===== config.mk =====
export PLATFORM = sky130hd
export DESIGN_NAME = gre_queue
export DESIGN_NICKNAME = d
export VERILOG_FILES = /design/src/rtl/core/gre_pkg.sv /design/src/rtl/core/gre_queue.sv
export SDC_FILE = /design/constraint.sdc
export NUM_CORES = 1
export LEC_CHECK = 0
export BUFFER_PORTS_ARGS = -buffer_cell sky130_fd_sc_hd__buf_2
export CAP_MARGIN = 30
export CORE_MARGIN = 4
export CORE_UTILIZATION = 58
export CTS_BUF_LIST = sky130_fd_sc_hd__clkbuf_2
export CTS_CLUSTER_DIAMETER = 100
export DETAILED_ROUTE_END_ITERATION = 8
export PLACE_DENSITY = 0.93
export SETUP_SLACK_MARGIN = 0.5
export SYNTH_ARGS = -nofsm -noshare
export SYNTH_HDL_FRONTEND = slang
export SYNTH_SLANG_ARGS = --single-unit
export TNS_END_PERCENT = 5

===== constraint.sdc =====
create_clock -name clk -period 16.4 [get_ports clk]
set_input_delay 3.28 -clock clk [delete_from_list [all_inputs] [get_ports clk]]
set_output_delay 3.28 -clock clk [all_outputs]
set_load 0.1 [all_outputs]

===== src/rtl/core/gre_pkg.sv =====
package gre_pkg;

  localparam int GH_DEFAULT = 16;
  localparam int MG_DEFAULT = 256;

  localparam int Q_DEPTH = 2;

  localparam int IN_DATA_W  = 112;
  localparam int OUT_DATA_W = 280;
  localparam int CFG_DATA_W = 13;
  localparam int ADDR_W     = 24;
  localparam int PIX_W      = 32;
  localparam int GLYPH_W    = 8;

  localparam logic [12:0] LINE_WIDTH_RESET  = 13'd1024;
  localparam logic [8:0]  GLYPH_COUNT_RESET = 9'd256;

  // register indexes on the configuration port
  localparam logic CFG_LINE_WIDTH  = 1'b0;
  localparam logic CFG_GLYPH_COUNT = 1'b1;

  typedef enum logic {
    OP_LOAD = 1'b0,
    OP_DRAW = 1'b1
  } op_t;

  typedef enum logic {
    BK_IDLE,
    BK_RUN
  } bk_state_t;

  // classified command as held in the queue
  typedef struct packed {
    op_t         kind;
    logic        wr_ok;
    logic [7:0]  glyph;
    logic [3:0]  row;
    logic [7:0]  bits;
    logic [8:0]  cell_x;
    logic [7:0]  cell_y;
    logic [31:0] fg_color;
    logic [31:0] bg_color;
  } cmd_t;

endpackage


===== src/rtl/core/gre_queue.sv =====
module gre_queue
  import gre_pkg::*;
(
  input  logic clk,
  input  logic rst_n,
  input  logic push,
  input  cmd_t push_cmd,
  output logic full,
  input  logic pop,
  output logic valid,
  output cmd_t head
);

  localparam int PTR_W = (Q_DEPTH > 1) ? $clog2(Q_DEPTH) : 1;
  localparam int CNT_W = $clog2(Q_DEPTH + 1);

  cmd_t             slot_r [Q_DEPTH];
  logic [PTR_W-1:0] wr_ptr_r, wr_ptr_nxt;
  logic [PTR_W-1:0] rd_ptr_r, rd_ptr_nxt;
  logic [CNT_W-1:0] count_r, count_nxt;

  assign full  = count_r == CNT_W'(Q_DEPTH);
  assign valid = count_r != '0;
  assign head  = slot_r[rd_ptr_r];

  always_comb begin
    wr_ptr_nxt = wr_ptr_r;
    rd_ptr_nxt = rd_ptr_r;
    count_nxt  = count_r;
    if (push) begin
      wr_ptr_nxt = (wr_ptr_r == PTR_W'(Q_DEPTH - 1)) ? '0 : wr_ptr_r + 1'b1;
    end
    if (pop) begin
      rd_ptr_nxt = (rd_ptr_r == PTR_W'(Q_DEPTH - 1)) ? '0 : rd_ptr_r + 1'b1;
    end
    if (push && !pop) begin
      count_nxt = count_r + 1'b1;
    end else if (pop && !push) begin
      count_nxt = count_r - 1'b1;
    end
  end

  always_ff @(posedge clk) begin
    if (!rst_n) begin
      wr_ptr_r <= '0;
      rd_ptr_r <= '0;
      count_r  <= '0;
    end else begin
      wr_ptr_r <= wr_ptr_nxt;
      rd_ptr_r <= rd_ptr_nxt;
      count_r  <= count_nxt;
    end
  end

  always_ff @(posedge clk) begin
    if (push) begin
      slot_r[wr_ptr_r] <= push_cmd;
    end
  end

endmodule


==> flow_metrics.py <==
metrics = {
    "drt": {
        "postRouteAntennaNets": 0,
        "drtIter0Drc": 234,
        "drtPass1Iterations": 6,
        "vias": 4036,
        "wl_um": 14010,
        "wl_per_cell_um": 17.27,
        "viasPerCell": 4.977,
        "route.detailed.drc": 0,
    },
    "cells_and_area": {
        "final_common_cell": "buf_2",
        "nNetsFinal": 706,
        "drive_above_1_share": 0.5196,
        "layout_common_cells": "211 x buf_2, 206 x edfxtp_1, 78 x clkbuf_2",
        "final_util": 0.7330,
        "fin_area_um2": 9363,
        "num_antenna_cells": 0,
        "area_delta_synth_final_pct": 22.13,
    },
    "clock_tree": {
        "clock_latency_ps": 710,
        "clock_path_buffers": 3,
        "cts.sinks": 211,
        "cts_hold_buf": 0,
        "cts_resized": 0,
        "cts_setup_buffers": 0,
        "cts_buffers": 49,
        "htree_num_levels": 2,
        "path_clk_slew_ps": 90,
        "tritoncts": "built",
        "root_buffer": "clkbuf_2",
    },
    "global_routing": {
        "grt_antenna_before_repair": 1,
        "grt_usage": 0.1850,
        "grt_pass1_wl_um": 21270,
        "globalRoute.totalOverflow": 0,
        "grt_max_degree": 80,
        "grt_pass1_vias": 4396,
    },
    "die": {
        "die_y_um": 123.0,
        "core_um2": 12770,
        "die_w_um": 123.0,
        "io_pins": 212,
        "rows": 41,
        "initial_utilization": 0.6002,
        "die-area_um2": 15120,
    },
    "sta": {
        "fin_crit_sh": 0.3805,
        "tns_ps": 0,
        "fmax_mhz": 160.3,
        "fin_crit_ps": 6239,
        "drv_slew": 0,
        "setup_viol": 0,
        "finalHoldViolCount": 0,
        "slew_headroom": 0.4845,
        "rsz0062_at_grt": "no",
        "tightest_slew_ps": 773.3,
        "skew_ps": 30.52,
    },
    "synthesis": {
        "netlist_instances": 342,
        "synth-warning-count": 0,
        "syn_area_um2": 7666,
        "syn_nets": 450,
        "ys_ff_latch": 211,
        "synth_cell_type_count": 18,
        "synth_top_family_by_area": "multiplexers",
        "ys_seq_area_frac": 0.8200,
        "yosys.area_share.simple": 0.007345,
        "synth-compound-area-share": 0.002611,
        "yosys.area_share.adder": 0.001632,
        "synthMuxAreaShare": 0.1513,
        "synth_xor_xnor_area_share": 0.003427,
        "syn_avg_cell_area_um2": 22.42,
    },
    "placed_design": {
        "place.gp.congestion": 0.7124,
        "dpl_cell_area_um2": 8872,
        "port-buffer-count": 211,
        "place_hpwl_um": 9304,
    },
    "critical_path": {
        "critPathArrivalTime_ps": 2960,
        "cp-start-kind": "flip-flop",
        "critPathCaptureType": "primary output",
        "criticalPathCategory": "reg -> out",
        "cp.required_ps": 13120,
        "path_max_fanout": 59,
    },
    "power": {
        "powerDensity_nw_per_um2": 131.9,
        "internal_power_mw": 0.7991,
        "p_switching_mw": 0.4362,
        "p_leak_nw": 3.657,
        "power_frac_clock": 0.249,
        "switching_share": 0.3531,
        "total_power_mw": 1.235,
        "max-vdd-ir-drop_v": 0.0001137,
        "pwr-share-seq": 0.512,
        "p_comb_frac": 0.238,
    },
    "worst_hold_path": {
        "hp-class": "reg -> reg",
    },
    "job": {
        "drv_cap": 0,
    },
    "status": {
        "status": "complete, no violations",
    },
}
-- synth_stat cells (all sizes together) --
master | count | area (um^2)
a21boi | 1 | 7.510
edfxtp | 206 | 6186
xor2 | 2 | 17.52
and2 | 4 | 25.02
ha | 1 | 12.51
or3 | 1 | 6.260
o21a | 1 | 7.510
mux2 | 103 | 1160
o21ai | 1 | 5.000
xnor2 | 1 | 8.760
nor2b | 3 | 18.77
or2 | 1 | 6.260
buf | 11 | 101.4
dfxtp | 5 | 100.1
inv | 1 | 3.750
-- state kept, by name, indices dropped and copies added (netlist names), named ones only --
register and cells:
wr_ptr_r 1, count_r 2, slot_r 206, rd_ptr_r 1
-- layer usage --
| metal | GRT usage | vias up | part of all wire |
|---|---|---|---|
| li1 | - | 1905 | - |
| met4 | 0.07488 | 2 | 0.012 |
| met1 | 0.2117 | 1931 | 0.37 |
| met5 | 0 | - | 0.00093 |
| met2 | 0.3198 | 184 | 0.52 |
| met3 | 0.06313 | 14 | 0.096 |
-- metrics by stage --
stage	hold slack [ps]	worst slack, ps	cells
after floorplan	460.6	8030	342
after global placement	471.8	10930	717
after detailed placement	496.2	10900	717
after CTS	507.4	10050	809
after global routing	540.3	9948	811
final	501.6	10160	811
-- critical path: stages (launching register included) --
cell and delay (ps):
dfxtp_4 740, buf_4 720, mux2_1 420, buf_2 310
-- path summary, 6_finish.rpt --
kind                            from                       to  slack [ps]  cells after the start
max reg2reg    wr_ptr_r$_SDFFE_PN0P_  slot_r[0][34]$_DFFE_PP_       14390                      3
max                        flip-flop                 head[52]       10160                      3
min reg2reg  count_r[1]$_SDFFE_PN0P_  count_r[1]$_SDFFE_PN0P_         500                      2
min          count_r[1]$_SDFFE_PN0P_  count_r[1]$_SDFFE_PN0P_         500                      2
-- power by group through the flow --
stage	clock (mW)	sequential [mW]	combinational, mW
CTS	0.322	0.634	0.294
global placement	0	0.644	0.290
global route	0.357	0.636	0.304
floorplan	0	0.642	0.251
finish	0.308	0.633	0.294
detailed placement	0	0.646	0.293
-- cells by family after synthesis --
kind of cell,Yosys count
flip-flops,211
multiplexers,103
buffers and inverters,12
AND/OR/NAND/NOR,9
AO/OA/AOI/OAI,3
XOR/XNOR,3
adder cells (fa/ha/maj),1
-- cell type report --
class / count / area (um^2)
Inverter: 1 / 3.754
Tap cell: 172 / 215.2
Clock buffer: 78 / 390.4
Clock inverter: 14 / 52.55
Sequential cell: 211 / 6290
Fill cell: 787 / 3411
Timing Repair Buffer: 216 / 1126
Multi-Input combinational cell: 119 / 1285
Power figures use the tool's default switching activity.
