<file path="config.mk">
export PLATFORM = sky130hd
export DESIGN_NAME = gre_front
export DESIGN_NICKNAME = d
export VERILOG_FILES = /design/src/rtl/core/gre_pkg.sv /design/src/rtl/core/gre_front.sv
export SDC_FILE = /design/constraint.sdc
export NUM_CORES = 1
export LEC_CHECK = 0
export BUFFER_PORTS_ARGS = -buffer_cell sky130_fd_sc_hd__buf_2
export CAP_MARGIN = 20
export CORE_ASPECT_RATIO = 0.5
export CORE_MARGIN = 8
export CORE_UTILIZATION = 29
export DETAILED_ROUTE_END_ITERATION = 10
export PLACE_DENSITY = 0.78
export SYNTH_ARGS = -nofsm -noshare
export SYNTH_HDL_FRONTEND = slang
export SYNTH_SLANG_ARGS = --single-unit
</file>
<file path="constraint.sdc">
create_clock -name clk -period 1.4 [get_ports clk]
set_input_delay 0.21 -clock clk [delete_from_list [all_inputs] [get_ports clk]]
set_output_delay 0.21 -clock clk [all_outputs]
set_load 0.02 [all_outputs]
</file>
<file path="src/rtl/core/gre_pkg.sv">
package gre_pkg;

  localparam int GH_DEFAULT = 16;
  localparam int MG_DEFAULT = 256;

  localparam int Q_DEPTH = 2;

  localparam int IN_DATA_W  = 112;
  localparam int OUT_DATA_W = 280;
  localparam int CFG_DATA_W = 13;
  localparam int ADDR_W     = 24;
  localparam int PIX_W      = 32;
  localparam int GLYPH_W    = 8;

  localparam logic [12:0] LINE_WIDTH_RESET  = 13'd1024;
  localparam logic [8:0]  GLYPH_COUNT_RESET = 9'd256;

  // register indexes on the configuration port
  localparam logic CFG_LINE_WIDTH  = 1'b0;
  localparam logic CFG_GLYPH_COUNT = 1'b1;

  typedef enum logic {
    OP_LOAD = 1'b0,
    OP_DRAW = 1'b1
  } op_t;

  typedef enum logic {
    BK_IDLE,
    BK_RUN
  } bk_state_t;

  // classified command as held in the queue
  typedef struct packed {
    op_t         kind;
    logic        wr_ok;
    logic [7:0]  glyph;
    logic [3:0]  row;
    logic [7:0]  bits;
    logic [8:0]  cell_x;
    logic [7:0]  cell_y;
    logic [31:0] fg_color;
    logic [31:0] bg_color;
  } cmd_t;

endpackage

</file>
<file path="src/rtl/core/gre_front.sv">
module gre_front
  import gre_pkg::*;
#(
  parameter int GLYPH_HEIGHT = GH_DEFAULT,
  parameter int MAX_GLYPHS   = MG_DEFAULT
) (
  input  logic                  clk,
  input  logic                  rst_n,
  input  logic                  cfg_we,
  input  logic                  cfg_index,
  input  logic [CFG_DATA_W-1:0] cfg_wdata,
  input  logic                  in_tvalid,
  output logic                  in_tready,
  input  logic [IN_DATA_W-1:0]  in_tdata,
  input  logic                  in_tuser,
  output logic                  q_push,
  output cmd_t                  q_cmd,
  input  logic                  q_full,
  output logic [12:0]           line_width
);

  logic [12:0] line_width_r;
  logic [8:0]  glyph_count_r;

  logic [7:0]  char_code;
  logic        use_zero;
  logic        glyph_ok;
  logic        row_ok;

  always_ff @(posedge clk) begin
    if (!rst_n) begin
      line_width_r  <= LINE_WIDTH_RESET;
      glyph_count_r <= GLYPH_COUNT_RESET;
    end else if (cfg_we) begin
      unique case (cfg_index)
        CFG_LINE_WIDTH:  line_width_r  <= cfg_wdata[12:0];
        CFG_GLYPH_COUNT: glyph_count_r <= cfg_wdata[8:0];
        default: ;
      endcase
    end
  end

  assign line_width = line_width_r;
  assign in_tready  = !q_full;
  assign q_push     = in_tvalid && !q_full;

  assign char_code = in_tdata[7:0];

  // negative codes (as signed bytes), code zero and codes past the font draw glyph zero
  assign use_zero = (char_code == 8'd0) || char_code[7]
                 || ({1'b0, char_code} >= glyph_count_r)
                 || ({1'b0, char_code} >= 9'(MAX_GLYPHS));

  assign glyph_ok = {1'b0, in_tdata[96:89]} < 9'(MAX_GLYPHS);
  assign row_ok   = {2'b00, in_tdata[100:97]} < 6'(GLYPH_HEIGHT);

  always_comb begin
    q_cmd          = '0;
    q_cmd.kind     = op_t'(in_tuser);
    q_cmd.cell_x   = in_tdata[16:8];
    q_cmd.cell_y   = in_tdata[24:17];
    q_cmd.fg_color = in_tdata[56:25];
    q_cmd.bg_color = in_tdata[88:57];
    q_cmd.bits     = in_tdata[108:101];
    q_cmd.row      = in_tdata[100:97];
    unique case (op_t'(in_tuser))
      OP_LOAD: begin
        q_cmd.glyph = in_tdata[96:89];
        q_cmd.wr_ok = glyph_ok && row_ok;
      end
      OP_DRAW: begin
        q_cmd.glyph = use_zero ? 8'd0 : char_code;
        q_cmd.wr_ok = 1'b0;
      end
      default: ;
    endcase
  end

endmodule

</file>
==> results.txt, run 1 <==
Outcome - complete, but fails checks
Violated checks - negative setup slack
Mapped Nets - 388
Remaining global-route overflow - 0
Setup repair after global routing missed its margin - yes
Count of endpoints failing hold in the final timing report - 0
Post-Synth Simple-Gate Area - 0.1340
Total half-perimeter wirelength after legalization and detailed placement - 3.915 mm
Top FF cell, synth - sky130_fd_sc_hd__dfxtp_1
Largest fanout on the critical path - 7
Number of synthesized flops with an enable pin - 0
Total of buffers placed on input and output ports - 60
DRT Pass-1 Iters - 4
Core outline area - 6181 sq um
Via count of the routed design - 1,333
Fraction of the yosys area taken by sequential cells - 0.2336
Routed wire length per instance - 15.49 um
Slowest stage cell, crit path - sky130_fd_sc_hd__dfxtp_2
Mapped Avg Cell Area - 7.603 sq um
Fillcell total - 632
Number of buffers added by the clock tree synthesis step - 3
Number of buffers and inverters on the critical path - 2
Top cell types by occurrence after synthesis - 94 x sky130_fd_sc_hd__buf_4, 46 x sky130_fd_sc_hd__nand2_1, 24 x sky130_fd_sc_hd__inv_1, 22 x sky130_fd_sc_hd__dfxtp_1, 17 x sky130_fd_sc_hd__a21boi_1
Synth Instances - 248
Area enclosed by the die boundary - 9495 sq um
Total of flip-flops plus latches after synthesis - 22
Num ports - 250
Min-delay worst type - in2reg
Post-route ant nets - 0
Largest net degree at the start of global routing - 23
Vias/cell - 4.356
Buffers inserted by post-CTS timing repair - 0
Power per cell area - 854.9 nW/um^2
Main area contributors after synthesis - sky130_fd_sc_hd__buf_4 37%, sky130_fd_sc_hd__dfxtp_1 23%, sky130_fd_sc_hd__nand2_1 9.2%
Clock edge transition at the registers on the reported setup and hold paths - 0.05 ns
Leakage power total - 0.8667 nW
Crit path capture type - output pin
Post-layout nets - 360
Signed area change from the synthesized netlist to the final layout - 4.048%
Main combinational cell family by area after synthesis - buffers and inverters
Element type at the critical path start - flop
Site row count - 20
Initial antenna violation count - 0
CTS tree - yes
Clk_skew - 0 ns
Clock latency of the later-clocked register in the worst-skew pair - 0.25 ns
Non-filler cells in the finished layout - 306
Detailed-route DRC error count - 0
Fraction of final layout cells with drive strength greater than 1 - 0.4358
Level count of the clock H-tree - 1
Crit path largest cell delay - 0.33 ns
Required @ worst endpoint - 1.19 ns
Critical-path cell list - inv_2 -> ha_4 -> nor2b_4 -> a2111oi_4 -> o21ai_4 -> o32ai_4 -> buf_6
Global placer's final weighted congestion - 0.7144
Arrival time reported for the critical path endpoint - 1.89 ns
Share of the synthesized netlist area taken by xor and xnor gates - 0
Min cycle time layout - 2.097 ns
Count of max-cap constraint violations - 0
Post-synthesis cell area - 1886 sq um
Antenna cell count - 0
Vias in the first global route - 1,335
Complex-gate fraction of the synthesized area - 0.1413
Width of the chip - 130.0 um
Height of the chip - 73.02 um
Final-report max-slew violation count - 0
Cell chosen for the clock root - sky130_fd_sc_hd__clkbuf_16
# setup viols final - 7
Wire length of the first global-routing pass - 7.038 mm
Cell variety after synth - 22
Post-Route WL - 4.740 mm
First DRT Iteration DRCs - 48
Total instance count after detailed placement - 303
Worst IR Drop VDD - 459.1 uV
Starting Density - 0.3051
Arithmetic-cell share of the synthesized area counting full adders, half adders and majority gates - 0.05309
Share of the cycle needed by the critical path after routing - 1.498
Kind of cell adding the most delay to the critical path - compound AO/OA/AOI/OAI gates
Most common cell in the synthesized netlist - sky130_fd_sc_hd__buf_4
Number of sinks on the clock net - 22
Yosys warnings - 0
Area share of the largest cell type after synthesis - 0.3743
Max-slew headroom - 0.6661
Worst-Margin Slew - 0.4990 ns
Mux cell area share after synthesis - 0
Achievable frequency - 476.8 MHz
Global-route usage over all layers - 0.09350
Type of the worst setup path - reg2out
Max Buffers Root-to-Sink - 2
Share of flip-flops with an asynchronous set or reset after synthesis - 0
Utilization after layout - 0.3174
Largest area contributor in the netlist - sky130_fd_sc_hd__buf_4
Post-route worst setup slack - -0.6974 ns
## path summary, 6_finish.rpt
kind	from	to	slack [ns]	depth (start not counted)
max reg2reg	glyph_count_r[8]	glyph_count_r[8]	0.78	2
max	glyph_count_r[7]	q_cmd[95]	-0.70	7
min reg2reg	line_width[2]	line_width[2]	0.45	2
min	cfg_wdata[10]	line_width[10]	0.17	3
## through the flow
stage | power, mW | instance area [sq um] | hold slack [ns] | setup slack, ns | setup TNS (ns)
after detailed placement | 1.074 | 1789 | 0.4201 | -0.5089 | -3.444
after floorplan | 1.319 | 2062 | 0.3342 | -0.3258 | -2.280
after CTS | 1.687 | 1962 | 0.1681 | -0.7478 | -4.909
after global routing | 1.751 | 1962 | 0.1896 | -0.7903 | -5.429
final | 1.677 | 1962 | 0.1672 | -0.6974 | -4.830
after global placement | 1.065 | 1789 | 0.4183 | -0.4681 | -3.226
## metal layers
layer / vias to the layer above / track usage / wire (um)
met5: - / 0.05848 / 46
met4: 2 / 0.05740 / 203
met3: 34 / 0.06851 / 684
met2: 93 / 0.1471 / 2281
met1: 574 / 0.08292 / 1524
li1: 630 / - / -
## power by group
| part | total, mW | internal (mW) | switching, mW |
|---|---|---|---|
| Sequential | 0.673 | 0.658 | 0.0155 |
| Clock | 0.579 | 0.376 | 0.202 |
| Combinational | 0.425 | 0.198 | 0.227 |
## placed cells by master (no fill, tap or decap), types with 2 or more instances in the layout
master,count
sky130_fd_sc_hd__a21boi_0,3
sky130_fd_sc_hd__a21boi_1,17
sky130_fd_sc_hd__a21oi_1,2
sky130_fd_sc_hd__buf_2,53
sky130_fd_sc_hd__buf_4,7
sky130_fd_sc_hd__buf_6,7
sky130_fd_sc_hd__clkbuf_16,3
sky130_fd_sc_hd__dfxtp_1,18
sky130_fd_sc_hd__dfxtp_2,4
sky130_fd_sc_hd__ha_1,4
sky130_fd_sc_hd__ha_4,4
sky130_fd_sc_hd__inv_1,20
sky130_fd_sc_hd__inv_2,4
sky130_fd_sc_hd__nand2_1,46
sky130_fd_sc_hd__nand2b_1,2
sky130_fd_sc_hd__nand3_1,3
sky130_fd_sc_hd__nor2b_1,3
sky130_fd_sc_hd__o32ai_4,7
## state kept, by name, summed over array words and instances, names as in the netlist
signal	flops
glyph_count_r	9
line_width	13
## timing repair
| action | CTS | global route |
|---|---|---|
| hold buffers | 0 | 0 |
| cloned | 0 | 0 |
| pin swaps | 7 | 3 |
| resized for setup | 28 | 0 |
| endpoints found under the setup margin | 7 | 7 |
## cell type report
type                       instances  area (sq um)  share of cell area
multi-input combinational        102         844.6              0.4305
inverter                          24         90.09             0.04592
tap                               88         110.1             0.05612
clock buffer                       3         75.07             0.03827
sequential                        22         445.4              0.2270
timing repair buffer              67         396.6              0.2022
## logic make-up after synthesis
group / Yosys count
adder cells (fa/ha/maj): 8
AO/OA/AOI/OAI: 34
flip-flops: 22
AND/OR/NAND/NOR: 60
buffers and inverters: 124
## worst register-to-register path: stages (launching register included)
cell and delay [ns]:
sky130_fd_sc_hd__dfxtp_1 0.34, sky130_fd_sc_hd__nand2_1 0.08, sky130_fd_sc_hd__nand3_1 0.08
Note: power is estimated with default switching activity, not from simulation.
==> inputs of run 2 (changes only) <==
Settings changed: CORE_UTILIZATION 29 to 30, PLACE_DENSITY 0.78 to 0.9.
Clock period 1.4 ns to 2.69 ns, I/O delays scaled along.
==> run 2 against run 1 <==
  * The flow now finishes without violations
  * Wire length down 0.55%
  * Final cell count decreased by 1.3%
  * Clock skew is the same
  * Critical path type unchanged
  * Critical endpoint is now q_cmd[94]
  * Largest cell class unchanged
==> results.txt, run 2 (synthesized netlist as in run 1, its figures left out) <==
Outcome - finished, final reports clean (was complete, but fails checks)
Crit path capture type - output pin (unchanged)
Total negative setup slack - 0 ns (was -4.830 ns)
Site row count - 20 (unchanged)
Num ports - 250 (unchanged)
Area enclosed by the die boundary - 9232 sq um (was 9495 sq um)
Routed wire length per instance - 15.61 um (was 15.49 um)
Total Power Consumption - 0.8533 mW (was 1.677 mW)
CTS tree - yes (unchanged)
Worst hold margin - 0.3575 ns (was 0.1672 ns)
Post-layout nets - 355 (was 360)
Max-slew headroom - 0.6342 (was 0.6661)
Kind of cell adding the most delay to the critical path - compound AO/OA/AOI/OAI gates (unchanged)
Setup repair after global routing missed its margin - no (was yes)
Worst IR Drop VDD - 208.5 uV (was 459.1 uV)
Count of endpoints failing hold in the final timing report - 0 (unchanged)
Starting Density - 0.3101 (was 0.3051)
Detailed-route DRC error count - 0 (unchanged)
Most frequent cells in the layout - 60 x sky130_fd_sc_hd__buf_2, 46 x sky130_fd_sc_hd__nand2_1, 24 x sky130_fd_sc_hd__inv_1 (was 53 x sky130_fd_sc_hd__buf_2, 46 x sky130_fd_sc_hd__nand2_1, 20 x sky130_fd_sc_hd__inv_1)
Fraction of final layout cells with drive strength greater than 1 - 0.3178 (was 0.4358)
Non-filler cells in the finished layout - 302 (was 306)
Vias in the first global route - 1,359 (was 1,335)
Min-delay worst type - in2reg (unchanged)
DRT Pass-1 Iters - 4 (unchanged)
Slowest stage cell, crit path - sky130_fd_sc_hd__a2111oi_2 (was sky130_fd_sc_hd__dfxtp_2)
Height of the chip - 72.06 um (was 73.02 um)
Via count of the routed design - 1,317 (was 1,333)
Element type at the critical path start - flop (unchanged)
Achievable frequency - 410.5 MHz
Total of buffers placed on input and output ports - 60 (unchanged)
Final-report max-slew violation count - 0 (unchanged)
Max Buffers Root-to-Sink - 2 (unchanged)
Width of the chip - 128.1 um (was 130.0 um)
Number of buffers added by the clock tree synthesis step - 3 (unchanged)
Critical-path cell list - inv_1 -> ha_1 -> nor2b_1 -> a2111oi_2 -> o21ai_2 -> o32ai_1 -> buf_2 (was inv_2 -> ha_4 -> nor2b_4 -> a2111oi_4 -> o21ai_4 -> o32ai_4 -> buf_6)
# setup viols final - 0 (was 7)
Most common cell after layout, fill and taps aside - sky130_fd_sc_hd__buf_2 (unchanged)
Number of buffers and inverters on the critical path - 2 (unchanged)
Min cycle time layout - 2.436 ns
Largest fanout on the critical path - 7 (unchanged)
Cell chosen for the clock root - sky130_fd_sc_hd__clkbuf_16 (unchanged)
Number of flip-flops under the largest register name - 13 (unchanged)
Number of sinks on the clock net - 22 (unchanged)
Total half-perimeter wirelength after legalization and detailed placement - 3.915 mm (about the same)
Post-cts gate resize count - 0 (was 28)
Arrival time reported for the critical path endpoint - 2.03 ns (was 1.89 ns)
Buffers inserted by post-CTS timing repair - 0 (unchanged)
Level count of the clock H-tree - 1 (unchanged)
Worst-Margin Slew - 0.5487 ns (was 0.4990 ns)
Global placer's final weighted congestion - 0.7426 (was 0.7144)
Clk_skew - 0 ns (unchanged)
Clock edge transition at the registers on the reported setup and hold paths - 0.06 ns (was 0.05 ns)
Type of the worst setup path - reg2out (unchanged)
Signed area change from the synthesized netlist to the final layout - -11.74% (was 4.048%)
Number of buffers inserted for hold repair after clock tree synthesis - 0 (unchanged)
Power per cell area - 512.8 nW/um^2 (was 854.9 nW/um^2)
Utilization after layout - 0.2737 (was 0.3174)
Post-Route WL - 4.714 mm (was 4.740 mm)
Count of max-cap constraint violations - 0 (unchanged)
Largest net degree at the start of global routing - 23 (unchanged)
Wire length of the first global-routing pass - 6.989 mm (was 7.038 mm)
Post-route ant nets - 0 (unchanged)
Initial antenna violation count - 0 (unchanged)
Required @ worst endpoint - 2.29 ns (was 1.19 ns)
Leakage power total - 0.7989 nW (was 0.8667 nW)
Core outline area - 6081 sq um (was 6181 sq um)
Antenna cell count - 0 (unchanged)
Remaining global-route overflow - 0 (unchanged)
Share of the cycle needed by the critical path after routing - 0.9056
Crit path largest cell delay - 0.38 ns (was 0.33 ns)
Vias/cell - 4.361 (was 4.356)
Global-route usage over all layers - 0.09573 (was 0.09350)
First DRT Iteration DRCs - 47 (was 48)
Clock latency of the later-clocked register in the worst-skew pair - 0.25 ns (about the same)
Total instance count after detailed placement - 298 (was 303)
==> run 2: report_power, final <==
| group | internal [mW] | switching [mW] |
|---|---|---|
| registers | 0.342 | 0.00715 |
| logic | 0.0669 | 0.0962 |
| clock network | 0.227 | 0.115 |
==> run 2: final cells by class <==
| type | instances | area (sq um) |
|---|---|---|
| fillers | 661 | 4417 |
| clock buffers | 4 | 88.84 |
| repair buffers | 62 | 315.3 |
| well taps | 88 | 110.1 |
| multi-input cells | 102 | 619.3 |
| inverters | 24 | 90.09 |
| flip-flops and latches | 22 | 440.4 |
==> run 2: path summary, 6_finish.rpt <==
check | startpoint | to | slack, ns | cells after the start
hold reg to reg | glyph_count_r[3] | glyph_count_r[3] | 0.45 | 2
setup / recovery | glyph_count_r[7] | q_cmd[94] | 0.25 | 7
hold / removal | cfg_wdata[10] | line_width[10] | 0.36 | 3
setup reg to reg | line_width[3] | line_width[3] | 2.07 | 2
==> run 2: worst reg2reg max path, delay by kind of cell, from the launching register on <==
| kind | cells | cell delay [ns] |
|---|---|---|
| and+or+nand+nor | 1 | 0.05 |
| AOI/OAI and AO/OA | 1 | 0.17 |
| DFF | 1 | 0.33 |
==> run 2: stage by stage <==
stage / setup WS (ns) / instance area [sq um]
3_3_place_gp: 0.3803 / 1575
5_1_grt: 0.03931 / 1664
2_1_floorplan: 0.4537 / 1886
4_1_cts: 0.2474 / 1664
6_report: 0.2540 / 1664
3_5_place_dp: 0.3428 / 1575
==> run 2: metal layers <==
metal | vias up | wire, um | global-route usage | share of wire
met5 | - | 0 | 0.02339 | 0
met4 | 0 | 210 | 0.06658 | 0.045
met3 | 30 | 692 | 0.06725 | 0.15
met2 | 97 | 2187 | 0.1572 | 0.46
met1 | 564 | 1624 | 0.08216 | 0.34
li1 | 626 | - | - | -
